`config.mk`:
```
export PLATFORM = sky130hd
export DESIGN_NAME = positional_list_insert_delete
export DESIGN_NICKNAME = d
export VERILOG_FILES = /design/src/rtl/core/plc_pkg.sv /design/src/rtl/core/positional_list_insert_delete.sv /design/src/rtl/core/plc_cell.sv
export SDC_FILE = /design/constraint.sdc
export NUM_CORES = 2
export LEC_CHECK = 0
export BUFFER_PORTS_ARGS = -buffer_cell sky130_fd_sc_hd__clkbuf_2
export CAP_MARGIN = 20
export CORE_MARGIN = 2
export CORE_UTILIZATION = 29
export DETAILED_ROUTE_END_ITERATION = 10
export GPL_ROUTABILITY_DRIVEN = 0
export MAX_ROUTING_LAYER = met4
export SYNTH_ARGS = -nofsm -noshare
export SYNTH_HDL_FRONTEND = slang
export SYNTH_SLANG_ARGS = --single-unit
```
`constraint.sdc`:
```
create_clock -name clk -period 6.01 [get_ports clk]
set_input_delay 0.3005 -clock clk [delete_from_list [all_inputs] [get_ports clk]]
set_output_delay 0.3005 -clock clk [all_outputs]
set_load 0.005 [all_outputs]
```
`src/rtl/core/plc_pkg.sv`:
```
package plc_pkg;

  localparam int DEPTH = 16;
  localparam int POS_W = 5;
  localparam int CNT_W = $clog2(DEPTH + 1);
  localparam int IDX_W = $clog2(DEPTH);
  localparam int CMP_W = ((CNT_W > POS_W) ? CNT_W : POS_W) + 1;

  typedef enum logic [1:0] {
    CMD_INSERT  = 2'd0,
    CMD_DEL_AT  = 2'd1,
    CMD_DEL_VAL = 2'd2,
    CMD_READ_AT = 2'd3
  } plc_cmd_t;

  typedef enum logic [1:0] {
    ST_OK       = 2'd0,
    ST_FULL     = 2'd1,
    ST_RANGE    = 2'd2,
    ST_NOTFOUND = 2'd3
  } plc_status_t;

  typedef enum logic [1:0] {
    OP_HOLD,
    OP_INSERT,
    OP_DEL_AT,
    OP_DEL_VAL
  } plc_op_t;

  typedef struct packed {
    logic [1:0]         cmd;
    logic signed [31:0] item_value;
    logic [POS_W-1:0]   position;
  } in_word_t;

  typedef struct packed {
    logic [1:0]         status;
    logic [4:0]         list_length;
    logic signed [31:0] result_value;
  } out_word_t;

  // per-cell control from the command decode
  typedef struct packed {
    plc_op_t op;
    logic    at;     // cell index equals target index
    logic    after;  // cell index above target index
    logic    live;   // cell holds a list entry
  } plc_cell_ctrl_t;

endpackage

```
`src/rtl/core/positional_list_insert_delete.sv`:
```
// Positional list: an ordered list of up to DEPTH signed 32-bit entries.
// Input channel (in_valid / in_stall / in_word) carries one command word:
// insert at a 1-based position, delete at a position, delete the first
// entry equal to item_value, or read the entry at a position.
// Result channel (out_valid / out_stall / out_word) returns exactly one
// word per command: status, list length after the command, and the
// removed or read entry (zero for insert and on any error).
// The list lives in a row of identical cells; each cell holds one entry,
// and on every command keeps it, takes item_value, or takes its left or
// right neighbor's value. A found-bit ripples through the row to locate
// the first match for delete-by-value.
// out_valid rises in the cycle after acceptance. Throughput: one command
// per cycle while not stalled, set by the single cell update per command.
// The output register parts the two sides; in_stall is raised only while
// a result is held and the receiver stalls it.
// Reset clears the length and the output valid; entry storage is not
// cleared, and entries past the length are never read.
module positional_list_insert_delete
  import plc_pkg::*;
(
  input  logic      clk,
  input  logic      rst_n,
  input  logic      in_valid,
  output logic      in_stall,
  input  in_word_t  in_word,
  output logic      out_valid,
  input  logic      out_stall,
  output out_word_t out_word
);

  logic [CNT_W-1:0] cnt_r;
  logic [CNT_W-1:0] cnt_nxt;
  logic             out_valid_r;
  logic             out_valid_nxt;
  out_word_t        out_word_r;
  out_word_t        out_word_nxt;

  logic             in_fire;
  logic [CMP_W-1:0] pos_ext;
  logic [CMP_W-1:0] cnt_ext;
  logic [CMP_W-1:0] tgt;        // zero-based target index
  logic [IDX_W-1:0] tgt_idx;
  plc_status_t      status;
  plc_op_t          op;
  logic signed [31:0] rd_val;

  logic signed [31:0] cell_val [DEPTH];
  logic               found    [DEPTH+1];

  assign in_fire = in_valid && !in_stall;
  assign in_stall = out_valid_r && out_stall;

  assign pos_ext = CMP_W'(in_word.position);
  assign cnt_ext = CMP_W'(cnt_r);
  assign tgt     = pos_ext - CMP_W'(1);
  assign tgt_idx = tgt[IDX_W-1:0];
  assign rd_val  = cell_val[tgt_idx];

  assign found[0] = 1'b0;

  // status decode; full is checked before position range
  always_comb begin
    status = ST_OK;
    unique case (plc_cmd_t'(in_word.cmd))
      CMD_INSERT: begin
        if (cnt_ext == CMP_W'(DEPTH)) begin
          status = ST_FULL;
        end else if (pos_ext == '0 || pos_ext > cnt_ext + CMP_W'(1)) begin
          status = ST_RANGE;
        end
      end
      CMD_DEL_AT, CMD_READ_AT: begin
        if (pos_ext == '0 || pos_ext > cnt_ext) begin
          status = ST_RANGE;
        end
      end
      CMD_DEL_VAL: begin
        if (!found[DEPTH]) begin
          status = ST_NOTFOUND;
        end
      end
      default: status = ST_OK;
    endcase
  end

  always_comb begin
    op           = OP_HOLD;
    cnt_nxt      = cnt_r;
    out_word_nxt = out_word_r;
    if (in_fire) begin
      out_word_nxt.status       = status;
      out_word_nxt.result_value = '0;
      if (status == ST_OK) begin
        unique case (plc_cmd_t'(in_word.cmd))
          CMD_INSERT: begin
            op      = OP_INSERT;
            cnt_nxt = cnt_r + CNT_W'(1);
          end
          CMD_DEL_AT: begin
            op      = OP_DEL_AT;
            cnt_nxt = cnt_r - CNT_W'(1);
            out_word_nxt.result_value = rd_val;
          end
          CMD_DEL_VAL: begin
            op      = OP_DEL_VAL;
            cnt_nxt = cnt_r - CNT_W'(1);
            out_word_nxt.result_value = in_word.item_value;
          end
          CMD_READ_AT: begin
            out_word_nxt.result_value = rd_val;
          end
          default: op = OP_HOLD;
        endcase
      end
      out_word_nxt.list_length = 5'(cnt_nxt);
    end
  end

  always_comb begin
    out_valid_nxt = out_valid_r;
    if (in_fire) begin
      out_valid_nxt = 1'b1;
    end else if (!out_stall) begin
      out_valid_nxt = 1'b0;
    end
  end

  // cell row
  for (genvar k = 0; k < DEPTH; k++) begin : g_cell
    plc_cell_ctrl_t ctrl;
    logic signed [31:0] left_v;
    logic signed [31:0] right_v;

    assign ctrl.op    = op;
    assign ctrl.at    = (tgt == CMP_W'(k));
    assign ctrl.after = (CMP_W'(k) > tgt);
    assign ctrl.live  = (CMP_W'(k) < cnt_ext);

    if (k == 0) begin : g_first
      assign left_v = cell_val[k];
    end else begin : g_mid_l
      assign left_v = cell_val[k-1];
    end
    if (k == DEPTH - 1) begin : g_last
      assign right_v = cell_val[k];
    end else begin : g_mid_r
      assign right_v = cell_val[k+1];
    end

    plc_cell u_cell (
      .clk        (clk),
      .ctrl       (ctrl),
      .item_value (in_word.item_value),
      .left_val   (left_v),
      .right_val  (right_v),
      .found_in   (found[k]),
      .found_out  (found[k+1]),
      .val        (cell_val[k])
    );
  end

  always_ff @(posedge clk) begin
    if (!rst_n) begin
      cnt_r       <= '0;
      out_valid_r <= 1'b0;
    end else begin
      cnt_r       <= cnt_nxt;
      out_valid_r <= out_valid_nxt;
    end
  end

  always_ff @(posedge clk) begin
    out_word_r <= out_word_nxt;
  end

  assign out_valid = out_valid_r;
  assign out_word  = out_word_r;

endmodule

```
`src/rtl/core/plc_cell.sv`:
```
module plc_cell
  import plc_pkg::*;
(
  input  logic               clk,
  input  plc_cell_ctrl_t     ctrl,
  input  logic signed [31:0] item_value,
  input  logic signed [31:0] left_val,
  input  logic signed [31:0] right_val,
  input  logic               found_in,
  output logic               found_out,
  output logic signed [31:0] val
);

  logic signed [31:0] val_r;
  logic signed [31:0] val_nxt;
  logic               match;

  assign match     = ctrl.live && (val_r == item_value);
  assign found_out = found_in | match;
  assign val       = val_r;

  always_comb begin
    val_nxt = val_r;
    unique case (ctrl.op)
      OP_INSERT: begin
        if (ctrl.at) begin
          val_nxt = item_value;
        end else if (ctrl.after) begin
          val_nxt = left_val;
        end
      end
      OP_DEL_AT: begin
        if (ctrl.at || ctrl.after) begin
          val_nxt = right_val;
        end
      end
      OP_DEL_VAL: begin
        // shift from the first matching cell upward
        if (found_out) begin
          val_nxt = right_val;
        end
      end
      default: val_nxt = val_r;
    endcase
  end

  always_ff @(posedge clk) begin
    val_r <= val_nxt;
  end

endmodule

```
# Yosys cells after proc, flatten, opt, wreduce, memory -nomap -nowiden
# Cells that the tools add are included.
# W data, S select, Z words.
# totals
regBits	557
input_bits	43
out_inout_bits	41
word_cells	312
# op_classes
addsub	4
magnitude_cmp	35
n_eq_ne	84
muxes	92
bitwise_logic	16
n_reduce_logical	60
# op_table
cell	count
$mux W32	63
$pmux W32 S3	15
$eq A32 B32 Y1	16
$bmux W32 S4	1
$ne A2 B1 Y1 const B	32
$pmux W32 S2	1
$reduce_and A4 Y1	15
$eq A6 B4 Y1 const B	8
$gt A4 B6 Y1 const A	8
$ne A3 B1 Y1 const B	14
$lt A4 B5 Y1 const A	8
$eq A6 B3 Y1 const B	4
$gt A3 B6 Y1 const A	4
$lt A3 B5 Y1 const A	4
$logic_and A1 B1 Y1	18
$logic_or A1 B1 Y1	17
$or A1 B1 Y1	15
$eq A6 B2 Y1 const B	2
$gt A1 B6 Y1 const A	2
$gt A2 B6 Y1 const A	2
$logic_not A6 Y1	2
$mux W2	6
$pmux W2 S3	2
$lt A1 B5 Y1 const A	2
other kinds (22)	30

# Depth between registers and ports, before layout
# depth
depth_word	25
depth_mapped	18
depth_no_buf	13

# Modules after synthesis
# From an unflattened synthesis, not the netlist that was laid out.
# unflattened
cells_unflattened	3681
area_unflattened_um2	39105.0
# modules_own_cells
mod	n_inst	cells_each	area_per_inst_um2	seq_area_each_um2
plc_cell	16	192	2006.9	960.9
positional_list_insert_delete	1	609	6994.2	1291.2

# Least setup slack after synthesis
# No wires, ideal clock.
# synth_timing
kind	in2reg
from	input out_stall
to	register g_cell[10].u_cell.val_r[0] (enable)
setup_ps	470
arrival_time_ps	5675
t_required_ps	5540
path_slack_ps	-135
cell_stages	7
path_buffers	1
path_cell_list	and2_1 > nor2b_1 > nand2_1 > a211oi_1 > o21ai_0 > clkbuf_1 > a211oi_1
# synth_between
elab_chain_cells	7
elab_cells_between_ends	12
classes_between	eq/ne: 6; mux: 1; reduce/logical: 5
# synth_lines
item	line_no	rtl
start: declaration	positional_list_insert_delete.sv:27	input logic out_stall,
$logic_and A1 B1 Y1 *	positional_list_insert_delete.sv:51	assign in_stall = out_valid_r && out_stall;
$logic_not A1 Y1 *	positional_list_insert_delete.sv:50	assign in_fire = in_valid && !in_stall;
$logic_and A1 B1 Y1 *	positional_list_insert_delete.sv:50	
via in_fire	positional_list_insert_delete.sv:38	logic in_fire;
$mux W2 *	positional_list_insert_delete.sv:90	if (in_fire) begin
$eq A2 B1 Y1 or $eq A2 B2 Y1 (tied branches)	plc_cell.sv:24	unique case (ctrl.op)
$ne A3 B1 Y1 (no line), or another cell as far along	-	
$reduce_and A4 Y1 (no line) *	-	
end signal: assignment	plc_cell.sv:48	val_r <= val_nxt;
end: declaration	plc_cell.sv:14	logic signed [31:0] val_r;
# The timed path passes the listed nets; every way through them passes the cells marked *.
# A chain may end at the register's enable or synchronous reset.

# Worst setup path after layout
# layout_timing
from	register cnt_r[3]
to	register g_cell[2].u_cell.val_r[15] (enable)
# layout_between
elab_chain_cells	25
elab_cells_between_ends	69
classes_between	add/sub: 1; order compare: 18; eq/ne: 7; mux: 7; bitwise: 15; reduce/logical: 21
# layout_lines
item	line_no	rtl
start: declaration	positional_list_insert_delete.sv:31	logic [CNT_W-1:0] cnt_r;
start signal: assignment	positional_list_insert_delete.sv:167	cnt_r <= cnt_nxt;
$lt A1 B5 Y1	positional_list_insert_delete.sv:137	assign ctrl.live = (CMP_W'(k) < cnt_ext);
$logic_and A1 B1 Y1	plc_cell.sv:18	assign match = ctrl.live && (val_r == item_value);
$or A1 B1 Y1 (15 in series)	plc_cell.sv:19	assign found_out = found_in | match;
$mux W2	positional_list_insert_delete.sv:78	if (!found[DEPTH]) begin
$pmux W2 S3	positional_list_insert_delete.sv:64	unique case (plc_cmd_t'(in_word.cmd))
$logic_not A2 Y1	positional_list_insert_delete.sv:93	if (status == ST_OK) begin
$mux W2	positional_list_insert_delete.sv:93	
$mux W2	positional_list_insert_delete.sv:90	
$eq A2 B1 Y1 or $eq A2 B2 Y1 (tied branches)	plc_cell.sv:24	
$ne A3 B1 Y1 (no line), or another cell as far along	-	
$reduce_and A4 Y1 (no line) *	-	
end signal: assignment	plc_cell.sv:48	
end: declaration	plc_cell.sv:14	
# Mark *: on every way between the ends. The rest lies on a longest branch, timed or not.

==> qor.csv <==
stage;metric;value;unit
synth;Syn Std Cell Area;39760;um2
synth;Synth Flop Type;edfxtp_1;
synth;Syn Inst Count;3656;
detailed_routing;# DRC;0;
setup_path;worst setup path class;flip-flop to flip-flop;
global_route;initial antenna violation count;17;
timing;Worst-Margin Slew;1.079;ns
floorplanning;Core Region;135800;um2
detailed_routing;routed vias;30430;
flow_run;max-cap viol count;0;
synth;synthesized net count;3722;
placed_design;HPWL Detailed;111.7;mm
placed_design;IO buf count;83;
cts;H-tree levels;3;
hold_path;worst min path class;input pin to flip-flop;
detailed_routing;Vias/cell;5.615;
floorplanning;Starting Density;29.28;%
timing;Finish-stage setup viols;0;
detailed_routing;Iter 0 DRT Violations;3752;
setup_path;Worst path slowest cell;nor3_2;
outcome;status;finished, final reports clean;
cts;Setup Buffers After CTS;0;
cells_and_area;Layout Area Growth over Synthesis;10.50;%
global_route;GRT Resource Usage Total;21.09;%
setup_path;top fanout value on the critical path;32;
global_route;GRT overflow;0;
cts;CTS Buffer Depth;3;
timing;crit path time final;4.726;ns
cts;Clock Sinks;557;
detailed_routing;Avg WL per Cell;27.33;um
power;Pleak;14.61;nW
timing;Max Slew Vio Count;0;
synth;YS warnings;0;
power;VDD IR max;175.1;uV
timing;Peak Freq;211.6;MHz
floorplanning;die area;140100;um2
timing;worst rel slew slack;27.43;%
setup_path;Arr. time, crit path;4.98;ns
cells_and_area;Layout Nets;3647;
timing;clock skew;0.02749;ns
setup_path;CP max stage delay;0.86;ns
power;Pwr Total;0.01107;W
setup_path;startpoint type of the worst setup path;flip-flop;
setup_path;CP Cell Sequence;nor3_2 -> o21ai_0 -> buf_4 -> nand2_1 -> or3_1 -> o311a_1 -> and4_4 -> a21boi_1 -> buf_4 -> and3_1 -> a211oi_4 -> buf_4;
cts;CTS Root Cell;clkbuf_16;
cts;Clk pin slew, worst setup/hold paths;0.05;ns
cells_and_area;final core utilization;32.35;%
detailed_routing;Pre-antenna DRT Iters;8;
cts;cts bufs inserted;67;
detailed_routing;routed wire length;148.1;mm
floorplanning;Die X;374.3;um
synth;Seq cells post-synth;557;
cts;clk_lat worst skew;0.64;ns
detailed_routing;Routed Antenna Nets;0;
power;PwrDens;252.0;nW/um2
synth;post-synthesis average cell area;10.88;um2
timing;Hold Vio Cnt, Final;0;
cts;cts hold-fix bufs;1;
global_route;global-route wire length before repair;211.0;mm
setup_path;CP required;6.26;ns
synth;Seq/Total Area, Yosys;41.91;%
cts;TritonCTS clock tree;done;
timing;unrepaired setup endpoints after global routing;false;
floorplanning;row cnt;135;
synth;EDFF count, synth;551;
timing;Final Cycle Share;78.63;%
synth;ys async rst share;0;%
cells_and_area;share of cells above drive strength 1;15.27;%
global_route;vias in the first global route;28790;
cts;post-cts resize count;0;
placed_design;DP Worst Slack;1.310;ns
timing;worst setup margin;1.284;ns
floorplanning;die extent in y;374.3;um
setup_path;Critical Path End Type;flip-flop;
synth;post-synthesis cell type count;70;
global_route;largest net degree at the start of global routing;114;
floorplanning;num ports;84;
setup_path;CP most frequent cell;buf_4;
[worst max-delay path: cells and delay by family (launching register included)]
kind	cells	cell delay, ns
AO/OA/AOI/OAI	4	1.11
flip-flops	1	0.43
buffers and inverters	3	0.94
AND/OR/NAND/NOR	5	1.80
[layout make-up]
class,instances,area [um2]
Antenna cell,9,22.52
Clock buffer,86,1769
Clock inverter,31,264.0
Fill cell,13790,91870
Inverter,16,60.06
Multi-Input combinational cell,2740,21500
Sequential cell,557,16670
Tap cell,1781,2228
Timing Repair Buffer,199,1425
[kinds of logic (layout without fill, tap and decap cells)]
| family | Yosys count | after routing | synth area share (%) |
|---|---|---|---|
| adders and majority gates | 27 | 27 | 0.8244 |
| xor gates and xnor gates | 517 | 517 | 11.39 |
| DFF | 557 | 557 | 41.91 |
| muxes | 678 | 678 | 22.31 |
| other | 0 | 9 | 0 |
| buffers and inverters | 359 | 332 | 4.553 |
| and+or+nand+nor | 949 | 949 | 11.22 |
| AOI/OAI and AO/OA | 569 | 569 | 7.794 |
[worst paths after layout]
path	slack (ns)	depth (start not counted)	to	startpoint
worst max register to register	1.28	12	g_cell[2].u_cell.val[15]$_DFFE_PP_	cnt_r[3]$_SDFFE_PN0P_
worst max-delay path	1.28	12	g_cell[2].u_cell.val[15]$_DFFE_PP_	cnt_r[3]$_SDFFE_PN0P_
worst min register to register	0.62	2	g_cell[14].u_cell.val[24]$_DFFE_PP_	g_cell[15].u_cell.val[24]$_DFFE_PP_
worst min-delay path	0.06	2	out_valid$_SDFFE_PN0P_	rst_n
[synth_stat cells, types with 15 or more instances]
cell type / n / area [um2]
a21oi_1: 20 / 100.1
a22oi_1: 33 / 247.7
buf_1: 32 / 120.1
buf_2: 88 / 440.4
buf_6: 45 / 506.7
clkbuf_1: 174 / 653.1
edfxtp_1: 551 / 16550
ha_1: 23 / 287.8
inv_1: 15 / 56.30
mux2_2: 66 / 743.2
mux2i_1: 452 / 4524
mux4_2: 160 / 3603
nand2_1: 509 / 1911
nand3_1: 47 / 235.2
nand4_1: 113 / 706.9
nor2_1: 79 / 296.5
nor3_1: 35 / 175.2
nor4_1: 88 / 550.5
o21ai_0: 93 / 465.5
o21ai_1: 372 / 1862
xnor2_1: 327 / 2864
xor2_1: 190 / 1664
[routing by layer]
layer,track usage (%),vias to the layer above,routed length (um)
met5,-,-,0
met4,13.12,0,10110
li1,-,13390,-
met3,3.701,337,13580
met2,31.46,1704,66610
met1,26.51,15000,57790
[state kept, by name, summed over array words and instances (netlist names)]
signal / flops
out_valid: 1
out_word: 39
g_cell.u_cell.val: 512
cnt_r: 5
[layout by cell type (no fill, tap or decap), types with 5 or more instances in the layout]
| cell | count |
|---|---|
| nor2_4 | 6 |
| clkinv_1 | 14 |
| mux4_2 | 160 |
| clkbuf_16 | 68 |
| xor2_1 | 190 |
| a22oi_1 | 33 |
| edfxtp_1 | 551 |
| buf_4 | 103 |
| clkbuf_1 | 18 |
| nand4b_1 | 6 |
| buf_12 | 10 |
| clkinv_2 | 5 |
| and3_1 | 6 |
| nand2_1 | 504 |
| nand2b_1 | 10 |
| nor3_1 | 32 |
| nor2b_1 | 6 |
| nand3_1 | 45 |
| o21ai_1 | 372 |
| or3_1 | 8 |
| dfxtp_1 | 6 |
| inv_1 | 15 |
| nor4_1 | 87 |
| diode_2 | 9 |
| nor2_1 | 73 |
| nor4b_1 | 12 |
| clkbuf_2 | 82 |
| ha_1 | 22 |
| xnor2_1 | 325 |
| nand4_1 | 113 |
| a21oi_1 | 17 |
| mux2i_1 | 452 |
| or4_1 | 7 |
| o21a_1 | 5 |
| mux2_2 | 66 |
| o21ai_0 | 92 |
| nand2_2 | 5 |
[stage by stage]
stage	instance area [um2]	hold slack, ns	cells	TNS (ns)
2_1_floorplan	39760	0.4244	3656	-17.23
3_3_place_gp	41850	0.5267	5289	0
3_5_place_dp	41850	0.5357	5290	0
4_1_cts	43900	0.03191	5408	0
5_1_grt	43930	0.08318	5416	0
6_report	43940	0.05598	5419	0
[report_power, final]
part | leakage (nW) | switching, W | internal, W | total (W)
combinational | 8.52 | 0.00146 | 0.000827 | 0.00229
clock | 0.974 | 0.00175 | 0.00221 | 0.00397
sequential | 5.12 | 0.000240 | 0.00457 | 0.00481
Power figures use the tool's default switching activity.
